$ cat config.mk
export PLATFORM = sky130hd
export DESIGN_NAME = sha1_stream_hasher_core
export DESIGN_NICKNAME = d
export VERILOG_FILES = /design/src/rtl/core/sha1sh_pkg.sv /design/src/rtl/core/sha1sh_datapath.sv /design/src/rtl/core/sha1sh_ctrl.sv /design/src/rtl/core/sha1_stream_hasher_core.sv
export SDC_FILE = /design/constraint.sdc
export NUM_CORES = 2
export LEC_CHECK = 0
export CELL_PAD_IN_SITES_DETAIL_PLACEMENT = 1
export CELL_PAD_IN_SITES_GLOBAL_PLACEMENT = 2
export CORE_ASPECT_RATIO = 2
export CORE_MARGIN = 5
export CORE_UTILIZATION = 48
export DETAILED_ROUTE_END_ITERATION = 7
export DONT_BUFFER_PORTS = 1
export PLACE_DENSITY = 0.93
export SYNTH_ARGS = -nofsm -noshare
export SYNTH_HDL_FRONTEND = slang
export SYNTH_SLANG_ARGS = --single-unit
export TNS_END_PERCENT = 5
$ cat constraint.sdc
create_clock -name clock -period 39.8 [get_ports clock]
set_clock_uncertainty 0.1 [all_clocks]
set_input_delay 0 -clock clock [delete_from_list [all_inputs] [get_ports clock]]
set_output_delay 0 -clock clock [all_outputs]
set_load 0.1 [all_outputs]
$ cat src/rtl/core/sha1sh_pkg.sv
// Shared types and constants for the SHA-1 stream hasher core.
// Used by sha1sh_ctrl, sha1sh_datapath and sha1_stream_hasher_core; no dependencies.
`timescale 1ns / 1ps

package sha1sh_pkg;

   localparam int BLOCK_BYTES = 64;
   localparam int FILL_W      = $clog2(BLOCK_BYTES);
   localparam int ROUNDS      = 80;
   localparam int ROUND_W     = 7;
   localparam int DIGEST_N    = 5;
   localparam int WORD_IDX_W  = 3;
   localparam int LEN_W       = 64;

   localparam logic [ROUND_W-1:0]    LAST_ROUND = ROUND_W'(ROUNDS - 1);
   localparam logic [WORD_IDX_W-1:0] LAST_WORD  = WORD_IDX_W'(DIGEST_N - 1);
   localparam logic [FILL_W-1:0]     FILL_LAST  = FILL_W'(BLOCK_BYTES - 1);
   localparam logic [FILL_W-1:0]     FILL_LEN   = FILL_W'(BLOCK_BYTES - 8);

   localparam logic [7:0] PAD_MARK = 8'h80;

   localparam logic [31:0] K_CH   = 32'h5a827999;
   localparam logic [31:0] K_PAR1 = 32'h6ed9eba1;
   localparam logic [31:0] K_MAJ  = 32'h8f1bbcdc;
   localparam logic [31:0] K_PAR2 = 32'hca62c1d6;

   localparam logic [31:0] INIT_CHAIN [DIGEST_N] = '{
      32'h67452301, 32'hefcdab89, 32'h98badcfe, 32'h10325476, 32'hc3d2e1f0
   };

   typedef enum logic [2:0] {
      ST_IDLE,
      ST_ROUND,
      ST_FOLD,
      ST_MARK,
      ST_ZERO,
      ST_LEN,
      ST_EMIT
   } state_type;

   typedef enum logic [1:0] {
      RF_CH,
      RF_PAR1,
      RF_MAJ,
      RF_PAR2
   } round_fn_type;

   typedef enum logic [1:0] {
      BS_INPUT,
      BS_MARK,
      BS_ZERO,
      BS_LENGTH
   } byte_sel_type;

   typedef struct packed {
      logic                  push;
      byte_sel_type          byte_sel;
      logic                  len_inc;
      logic                  round_load;
      logic                  round_step;
      round_fn_type          round_fn;
      logic                  fold;
      logic                  chain_init;
      logic                  out_load;
      logic [WORD_IDX_W-1:0] word_sel;
   } cmd_type;

   typedef struct packed {
      logic fill_last;
      logic fill_at_len;
   } status_type;

endpackage

$ cat src/rtl/core/sha1sh_datapath.sv
// Datapath of the SHA-1 stream hasher: message window, round registers,
// chaining words, fill count, bit length and digest output register. Uses sha1sh_pkg.
`timescale 1ns / 1ps

module sha1sh_datapath (
   input  logic                 clock,
   input  logic                 reset,
   input  logic [7:0]           req_data_byte,
   input  sha1sh_pkg::cmd_type  cmd,
   output sha1sh_pkg::status_type status,
   output logic [31:0]          rsp_digest_word
);
   import sha1sh_pkg::*;

   logic [31:0]       window_ff [16];
   logic [31:0]       window_in [16];
   logic [31:0]       a_ff, b_ff, c_ff, d_ff, e_ff;
   logic [31:0]       a_in, b_in, c_in, d_in, e_in;
   logic [31:0]       chain_ff [DIGEST_N];
   logic [31:0]       chain_in [DIGEST_N];
   logic [FILL_W-1:0] fill_ff, fill_in;
   logic [LEN_W-1:0]  bitlen_ff, bitlen_in;
   logic [31:0]       digest_ff, digest_in;

   logic [7:0]        push_byte;
   logic [LEN_W-1:0]  len_shift;
   logic [31:0]       w_next;
   logic [31:0]       f_val;
   logic [31:0]       k_val;
   logic [31:0]       t_val;

   assign status.fill_last   = (fill_ff == FILL_LAST);
   assign status.fill_at_len = (fill_ff == FILL_LEN);

   // Length bytes go out most significant first, one per fill slot 56..63.
   assign len_shift = bitlen_ff >> {3'(~fill_ff[2:0]), 3'b000};

   always_comb begin
      case (cmd.byte_sel)
         BS_INPUT:  push_byte = req_data_byte;
         BS_MARK:   push_byte = PAD_MARK;
         BS_ZERO:   push_byte = 8'h00;
         BS_LENGTH: push_byte = len_shift[7:0];
         default:   push_byte = 8'h00;
      endcase
   end

   assign w_next = {window_ff[13] ^ window_ff[8] ^ window_ff[2] ^ window_ff[0]} << 1 |
                   {31'd0, window_ff[13][31] ^ window_ff[8][31] ^ window_ff[2][31] ^
                    window_ff[0][31]};

   always_comb begin
      case (cmd.round_fn)
         RF_CH: begin
            f_val = (b_ff & c_ff) | (~b_ff & d_ff);
            k_val = K_CH;
         end
         RF_PAR1: begin
            f_val = b_ff ^ c_ff ^ d_ff;
            k_val = K_PAR1;
         end
         RF_MAJ: begin
            f_val = (b_ff & c_ff) | (b_ff & d_ff) | (c_ff & d_ff);
            k_val = K_MAJ;
         end
         default: begin
            f_val = b_ff ^ c_ff ^ d_ff;
            k_val = K_PAR2;
         end
      endcase
   end

   assign t_val = {a_ff[26:0], a_ff[31:27]} + f_val + e_ff + k_val + window_ff[0];

   // Window: bytes shift in at the tail; rounds shift words toward slot 0.
   always_comb begin
      for (int i = 0; i < 16; i++) begin
         window_in[i] = window_ff[i];
      end
      if (cmd.push) begin
         for (int i = 0; i < 15; i++) begin
            window_in[i] = {window_ff[i][23:0], window_ff[i+1][31:24]};
         end
         window_in[15] = {window_ff[15][23:0], push_byte};
      end else if (cmd.round_step) begin
         for (int i = 0; i < 15; i++) begin
            window_in[i] = window_ff[i+1];
         end
         window_in[15] = w_next;
      end
   end

   always_comb begin
      a_in = a_ff;
      b_in = b_ff;
      c_in = c_ff;
      d_in = d_ff;
      e_in = e_ff;
      if (cmd.round_load) begin
         a_in = chain_ff[0];
         b_in = chain_ff[1];
         c_in = chain_ff[2];
         d_in = chain_ff[3];
         e_in = chain_ff[4];
      end else if (cmd.round_step) begin
         a_in = t_val;
         b_in = a_ff;
         c_in = {b_ff[1:0], b_ff[31:2]};
         d_in = c_ff;
         e_in = d_ff;
      end
   end

   always_comb begin
      for (int i = 0; i < DIGEST_N; i++) begin
         chain_in[i] = chain_ff[i];
      end
      if (cmd.chain_init) begin
         for (int i = 0; i < DIGEST_N; i++) begin
            chain_in[i] = INIT_CHAIN[i];
         end
      end else if (cmd.fold) begin
         chain_in[0] = chain_ff[0] + a_ff;
         chain_in[1] = chain_ff[1] + b_ff;
         chain_in[2] = chain_ff[2] + c_ff;
         chain_in[3] = chain_ff[3] + d_ff;
         chain_in[4] = chain_ff[4] + e_ff;
      end
   end

   assign fill_in = cmd.push ? fill_ff + FILL_W'(1) : fill_ff;

   always_comb begin
      bitlen_in = bitlen_ff;
      if (cmd.chain_init) begin
         bitlen_in = '0;
      end else if (cmd.len_inc) begin
         bitlen_in = bitlen_ff + LEN_W'(8);
      end
   end

   always_comb begin
      digest_in = digest_ff;
      if (cmd.out_load) begin
         case (cmd.word_sel)
            3'd0:    digest_in = chain_ff[0];
            3'd1:    digest_in = chain_ff[1];
            3'd2:    digest_in = chain_ff[2];
            3'd3:    digest_in = chain_ff[3];
            default: digest_in = chain_ff[4];
         endcase
      end
   end

   always_ff @(posedge clock) begin
      for (int i = 0; i < 16; i++) begin
         window_ff[i] <= window_in[i];
      end
      a_ff      <= a_in;
      b_ff      <= b_in;
      c_ff      <= c_in;
      d_ff      <= d_in;
      e_ff      <= e_in;
      digest_ff <= digest_in;
   end

   always_ff @(posedge clock) begin
      if (reset) begin
         for (int i = 0; i < DIGEST_N; i++) begin
            chain_ff[i] <= INIT_CHAIN[i];
         end
         fill_ff   <= '0;
         bitlen_ff <= '0;
      end else begin
         for (int i = 0; i < DIGEST_N; i++) begin
            chain_ff[i] <= chain_in[i];
         end
         fill_ff   <= fill_in;
         bitlen_ff <= bitlen_in;
      end
   end

   assign rsp_digest_word = digest_ff;

endmodule

$ cat src/rtl/core/sha1sh_ctrl.sv
// Controller of the SHA-1 stream hasher: sequences byte intake, rounds,
// padding and digest transfer, and owns the result handshake. Uses sha1sh_pkg.
`timescale 1ns / 1ps

module sha1sh_ctrl (
   input  logic                             clock,
   input  logic                             reset,
   input  logic                             req_valid,
   input  logic                             req_byte_present,
   input  logic                             req_end_of_message,
   output logic                             req_stall,
   input  logic                             rsp_stall,
   output logic                             rsp_valid,
   output logic [sha1sh_pkg::WORD_IDX_W-1:0] rsp_word_index,
   output logic                             rsp_last_word,
   input  sha1sh_pkg::status_type           status,
   output sha1sh_pkg::cmd_type              cmd
);
   import sha1sh_pkg::*;

   state_type             state_ff, state_in;
   state_type             resume_ff, resume_in;
   logic [ROUND_W-1:0]    round_ff, round_in;
   logic [WORD_IDX_W-1:0] word_ff, word_in;
   logic                  rsp_valid_ff, rsp_valid_in;
   logic [WORD_IDX_W-1:0] rsp_index_ff, rsp_index_in;
   logic                  rsp_last_ff, rsp_last_in;

   logic accept;
   logic slot_free;

   assign accept    = (state_ff == ST_IDLE) && req_valid;
   assign slot_free = !rsp_valid_ff || !rsp_stall;
   assign req_stall = (state_ff != ST_IDLE);

   // Next state
   always_comb begin
      state_in  = state_ff;
      resume_in = resume_ff;
      unique case (state_ff)
         ST_IDLE: begin
            if (accept) begin
               if (req_byte_present && status.fill_last) begin
                  state_in  = ST_ROUND;
                  resume_in = req_end_of_message ? ST_MARK : ST_IDLE;
               end else if (req_end_of_message) begin
                  state_in = ST_MARK;
               end
            end
         end
         ST_ROUND: begin
            if (round_ff == LAST_ROUND) begin
               state_in = ST_FOLD;
            end
         end
         ST_FOLD: begin
            state_in = resume_ff;
         end
         ST_MARK: begin
            if (status.fill_last) begin
               state_in  = ST_ROUND;
               resume_in = ST_ZERO;
            end else begin
               state_in = ST_ZERO;
            end
         end
         ST_ZERO: begin
            if (status.fill_at_len) begin
               state_in = ST_LEN;
            end else if (status.fill_last) begin
               state_in  = ST_ROUND;
               resume_in = ST_ZERO;
            end
         end
         ST_LEN: begin
            if (status.fill_last) begin
               state_in  = ST_ROUND;
               resume_in = ST_EMIT;
            end
         end
         ST_EMIT: begin
            if (slot_free && word_ff == LAST_WORD) begin
               state_in = ST_IDLE;
            end
         end
         default: state_in = ST_IDLE;
      endcase
   end

   // Commands
   always_comb begin
      cmd            = '0;
      cmd.byte_sel   = BS_INPUT;
      cmd.round_fn   = RF_CH;
      cmd.word_sel   = word_ff;
      unique case (state_ff)
         ST_IDLE: begin
            cmd.push    = accept && req_byte_present;
            cmd.len_inc = accept && req_byte_present;
         end
         ST_ROUND: begin
            cmd.round_step = 1'b1;
         end
         ST_FOLD: begin
            cmd.fold = 1'b1;
         end
         ST_MARK: begin
            cmd.push     = 1'b1;
            cmd.byte_sel = BS_MARK;
         end
         ST_ZERO: begin
            cmd.push     = !status.fill_at_len;
            cmd.byte_sel = BS_ZERO;
         end
         ST_LEN: begin
            cmd.push     = 1'b1;
            cmd.byte_sel = BS_LENGTH;
         end
         ST_EMIT: begin
            cmd.out_load   = slot_free;
            cmd.chain_init = slot_free && (word_ff == LAST_WORD);
         end
         default: ;
      endcase
      cmd.round_load = cmd.push && status.fill_last;
      if (round_ff < ROUND_W'(20)) begin
         cmd.round_fn = RF_CH;
      end else if (round_ff < ROUND_W'(40)) begin
         cmd.round_fn = RF_PAR1;
      end else if (round_ff < ROUND_W'(60)) begin
         cmd.round_fn = RF_MAJ;
      end else begin
         cmd.round_fn = RF_PAR2;
      end
   end

   always_comb begin
      round_in = round_ff;
      if (state_ff == ST_ROUND) begin
         round_in = (round_ff == LAST_ROUND) ? '0 : round_ff + ROUND_W'(1);
      end
   end

   // Result register: reload on each free slot in emit, hold while stalled.
   always_comb begin
      word_in      = word_ff;
      rsp_index_in = rsp_index_ff;
      rsp_last_in  = rsp_last_ff;
      rsp_valid_in = rsp_valid_ff && rsp_stall;
      if (cmd.out_load) begin
         rsp_valid_in = 1'b1;
         rsp_index_in = word_ff;
         rsp_last_in  = (word_ff == LAST_WORD);
         word_in      = (word_ff == LAST_WORD) ? '0 : word_ff + WORD_IDX_W'(1);
      end
   end

   always_ff @(posedge clock) begin
      rsp_index_ff <= rsp_index_in;
      rsp_last_ff  <= rsp_last_in;
   end

   always_ff @(posedge clock) begin
      if (reset) begin
         state_ff     <= ST_IDLE;
         resume_ff    <= ST_IDLE;
         round_ff     <= '0;
         word_ff      <= '0;
         rsp_valid_ff <= 1'b0;
      end else begin
         state_ff     <= state_in;
         resume_ff    <= resume_in;
         round_ff     <= round_in;
         word_ff      <= word_in;
         rsp_valid_ff <= rsp_valid_in;
      end
   end

   assign rsp_valid      = rsp_valid_ff;
   assign rsp_word_index = rsp_index_ff;
   assign rsp_last_word  = rsp_last_ff;

endmodule

$ cat src/rtl/core/sha1_stream_hasher_core.sv
// Top level of the SHA-1 stream hasher: joins controller and datapath.
// Depends on sha1sh_pkg, sha1sh_ctrl and sha1sh_datapath.
//
//   channel | direction | handshake            | payload
//   --------+-----------+----------------------+-----------------------------------------
//   req     | in        | req_valid/req_stall  | data_byte, byte_present, end_of_message
//   rsp     | out       | rsp_valid/rsp_stall  | digest_word, word_index, last_word
//
// A byte item is one transfer; the 64th byte of a block is followed by the compression
// (80 rounds on one round unit, then one chaining add) before the next transfer.
// An end item pads one byte per cycle (9 to 64 bytes, or 65 to 72 when a second
// block is needed) with a pause at the length slot, runs each padded block as
// above, then moves five digest words, one per free cycle.
// Reset is synchronous; it restores the initial chaining words and clears the
// length and fill count. A stalled result holds; a new item is taken once all five
// words are loaded into the result register.
`timescale 1ns / 1ps

module sha1_stream_hasher_core (
   input  logic        clock,
   input  logic        reset,
   input  logic        req_valid,
   output logic        req_stall,
   input  logic [7:0]  req_data_byte,
   input  logic        req_byte_present,
   input  logic        req_end_of_message,
   output logic        rsp_valid,
   input  logic        rsp_stall,
   output logic [31:0] rsp_digest_word,
   output logic [2:0]  rsp_word_index,
   output logic        rsp_last_word
);
   import sha1sh_pkg::*;

   cmd_type    cmd;
   status_type status;

   sha1sh_ctrl u_ctrl (
      .clock              (clock),
      .reset              (reset),
      .req_valid          (req_valid),
      .req_byte_present   (req_byte_present),
      .req_end_of_message (req_end_of_message),
      .req_stall          (req_stall),
      .rsp_stall          (rsp_stall),
      .rsp_valid          (rsp_valid),
      .rsp_word_index     (rsp_word_index),
      .rsp_last_word      (rsp_last_word),
      .status             (status),
      .cmd                (cmd)
   );

   sha1sh_datapath u_datapath (
      .clock           (clock),
      .reset           (reset),
      .req_data_byte   (req_data_byte),
      .cmd             (cmd),
      .status          (status),
      .rsp_digest_word (rsp_digest_word)
   );

endmodule

==> reports/qor.yml <==
floorplanning:
  die_y_um: 482
  die_area_um2: 119000
  core_area_um2: 111000
  initial_core_util: 0.482
  rows: 173
  fp.dieW_um: 246
  ios: 52
route:
  dr.first_iter.drc_count: 2548
  drc: 0
  vias: 37989
  ant_nets: 0
  wl_per_cell_um: 27.0
  vias_per_cell: 6.01
  first_pass_iters: 5
  wl_um: 171000
synthesis:
  yosysWarnings: 0
  synth-seq-cells: 952
  synthArstFlopShare: 0
  syn-num-nets: 5166
  ys.flop_type: "edfxtp_1"
  synth_area_um2: 53500
  syn-mean-instance-area_um2: 11.1
  synthTopCellsByArea: "edfxtp_1 (40%), mux2_2 (10%), dfxtp_1 (9.1%)"
  synth_cells: 4822
  synth-edff-count: 708
  yosysUniqueCellTypes: 83
  yosysSeqAreaShare: 0.488
  synth_top_area_share: 0.397
  synth_top_cell_by_area: "edfxtp_1"
clock_network:
  cts_num_sinks: 952
  cts_tree: "done"
  postCtsSetupRepairBufs: 0
  cts_made_buffers: 91
  htreeDepth: 3
  clock_latency_ps: 720
  hold_buffers: 19
  clockBufferDepth: 3
  clk_pin_slew_ps: 70
  root_buffer: "clkbuf_16"
  cts-resized-gates: 0
global_routing:
  gr-total-overflow: 0
  track_usage: 0.284
  antenna_found_initial: 2
  grt_max_degree: 189
  grt_first_pass_wirelength_um: 255000
  first_global_vias: 41335
sta:
  hold_viol: 0
  fin_setup_tns_ps: 0
  maxSlewHeadroom: 0.214
  final.min_clock_period_ps: 8080
  holdWs_ps: 126
  rsz0062_at_grt: "no"
  worst_pin_slew_ps: 1170
  fmax_mhz: 124
  slew_viol_final: 0
  setup_viol_count_final: 0
  fin_crit_sh: 0.203
cells_and_area:
  layout.nets: 5104
  drive_gt1_frac: 0.151
  fillerInstances: 11690
  syn_to_final_growth_pct: 9.00
placement:
  port_buffers: 0
  gp_congestion: 0.920
  dp_hpwl_um: 124000
hold_path:
  min_path_type: "in2reg"
  hold_path_end: "u_ctrl.state_ff[0]"
  min_path_cells: 4
  min_from: "req_valid"
worst_setup_path:
  worstSetupStartpointType: "register"
  crit_type: "reg2reg"
  worstPathRequired_ps: 40140
  rr_worst_depth: 28
  crit_arrival_ps: 8420
  regToRegSetupSlack_ps: 31720
  rr_endpoint: "u_datapath.a_ff[16]"
  critPathLaunch: "u_ctrl.round_ff[2]"
  slowest_stage: "a2111oi_0"
  slowest_delay_ps: 600
  critical_path.max_fanout: 62
  timing.rr.start: "u_ctrl.round_ff[2]"
  endpoint_kind: "register"
run:
  drv_cap: 0
outcome:
  outcome: "complete, no violations"
-- routing by layer --
layer  share of wire  track usage  wire length (µm)
met4           0.096        0.224             16400
met1            0.33        0.270             56200
met2            0.55        0.544             93200
met3           0.030       0.0320              5060
met5        0.000076            0                13
-- worst max-delay path, delay by kind of cell, from the launching register on --
family	cells	cell delay, ps
fa+ha+maj	5	2290
buf+inv	6	1620
flops	1	390
simple gates	4	520
xor+xnor	1	160
compound gates	12	2660
-- kinds of logic (layout without fill, tap and decap cells) --
logic type,count (synthesis),in the layout,synth area share
AOI/OAI and AO/OA,1017,1017,0.118
xor gates and xnor gates,302,302,0.0494
adders and majority gates,330,330,0.0947
buffers and inverters,529,544,0.0377
DFF,952,952,0.488
muxes,542,542,0.116
other,0,1,0
and+or+nand+nor,1150,1150,0.0960
-- sequential cells by signal, summed over array words and instances (netlist names) --
register                    cells
u_ctrl.resume_ff                3
u_ctrl.round_ff                 7
u_ctrl.rsp_last_word            1
u_ctrl.rsp_valid                1
u_ctrl.rsp_word_index           3
u_ctrl.state_ff                 3
u_ctrl.word_ff                  3
u_datapath.a_ff                32
u_datapath.b_ff                32
u_datapath.bitlen_ff           61
u_datapath.c_ff                32
u_datapath.chain_ff           160
u_datapath.d_ff                32
u_datapath.e_ff                32
u_datapath.fill_ff              6
u_datapath.rsp_digest_word     32
u_datapath.window_ff          512
-- final cells by class --
class | instances | area [µm²] | area share
flip-flops and latches | 952 | 26100 | 0.448
multi-input cells | 3341 | 25500 | 0.436
clock buffers | 117 | 2490 | 0.0427
well taps | 1487 | 1860 | 0.0319
inverters | 313 | 1170 | 0.0201
clock inverters | 53 | 668 | 0.0115
repair buffers | 61 | 541 | 0.00926
diodes | 1 | 2.50 | 0.0000429
-- synthesized netlist by cell type, drive strengths merged, types with 7 or more instances --
library cell / number
a2111oi: 8
a41oi: 7
a21oi: 280
a211oi: 27
or3: 18
xnor2: 192
nor3: 48
o21ai: 289
nand3: 79
and3: 33
nand2b: 40
a22oi: 65
fa: 125
clkbuf: 170
nor3b: 12
inv: 312
nand2: 536
o21bai: 12
and2: 14
buf: 46
or2: 9
edfxtp: 708
a211o: 9
a221o: 7
o22ai: 26
dfxtp: 244
nor2b: 38
nor2: 267
o21a: 27
nor4: 8
nand4: 19
mux4: 13
and4: 8
mux2: 485
a31oi: 50
ha: 205
o211ai: 56
xor2: 110
o31ai: 14
mux2i: 44
a21o: 90
-- worst max-delay path by stage --
| stage | endpoint | slack [ps] | cells after the start |
|---|---|---|---|
| 2_1_floorplan | u_datapath.window_ff[0][0] | 23650 | 12 |
| 3_3_place_gp | u_datapath.a_ff[16] | 31920 | 28 |
| 3_5_place_dp | u_datapath.a_ff[16] | 31850 | 28 |
| 4_1_cts | u_datapath.a_ff[16] | 31810 | 28 |
| 5_1_grt | u_datapath.a_ff[16] | 31330 | 28 |
| 6_report | u_datapath.a_ff[16] | 31720 | 28 |
-- cell usage in the layout (no fill, tap or decap), drive strengths merged, types with 36 or more instances in the layout --
master	synthesis	final
a21o	90	90
xor2	110	110
nand3	79	79
xnor2	192	192
o21ai	289	289
edfxtp	708	708
nor2	267	267
nor3	48	48
inv	312	314
nand2b	40	40
o211ai	56	56
a31oi	50	50
clkinv	1	36
a21oi	280	280
nor2b	38	38
a22oi	65	65
mux2	485	485
buf	46	43
fa	125	125
nand2	536	536
dfxtp	244	244
ha	205	205
mux2i	44	44
clkbuf	170	117
-- through the flow --
stage,utilization,worst slack [ps],cells,cell area (µm²)
after floorplan,-,23650,4822,53500
after global placement,0.495,31920,6135,55000
after detailed placement,0.495,31850,6135,55000
after CTS,0.525,31810,6324,58300
after global routing,0.525,31330,6325,58300
final,0.525,31720,6325,58300
Power is not shown: default switching activity piles up to over one toggle a cycle in this logic, so the estimate is an artifact.
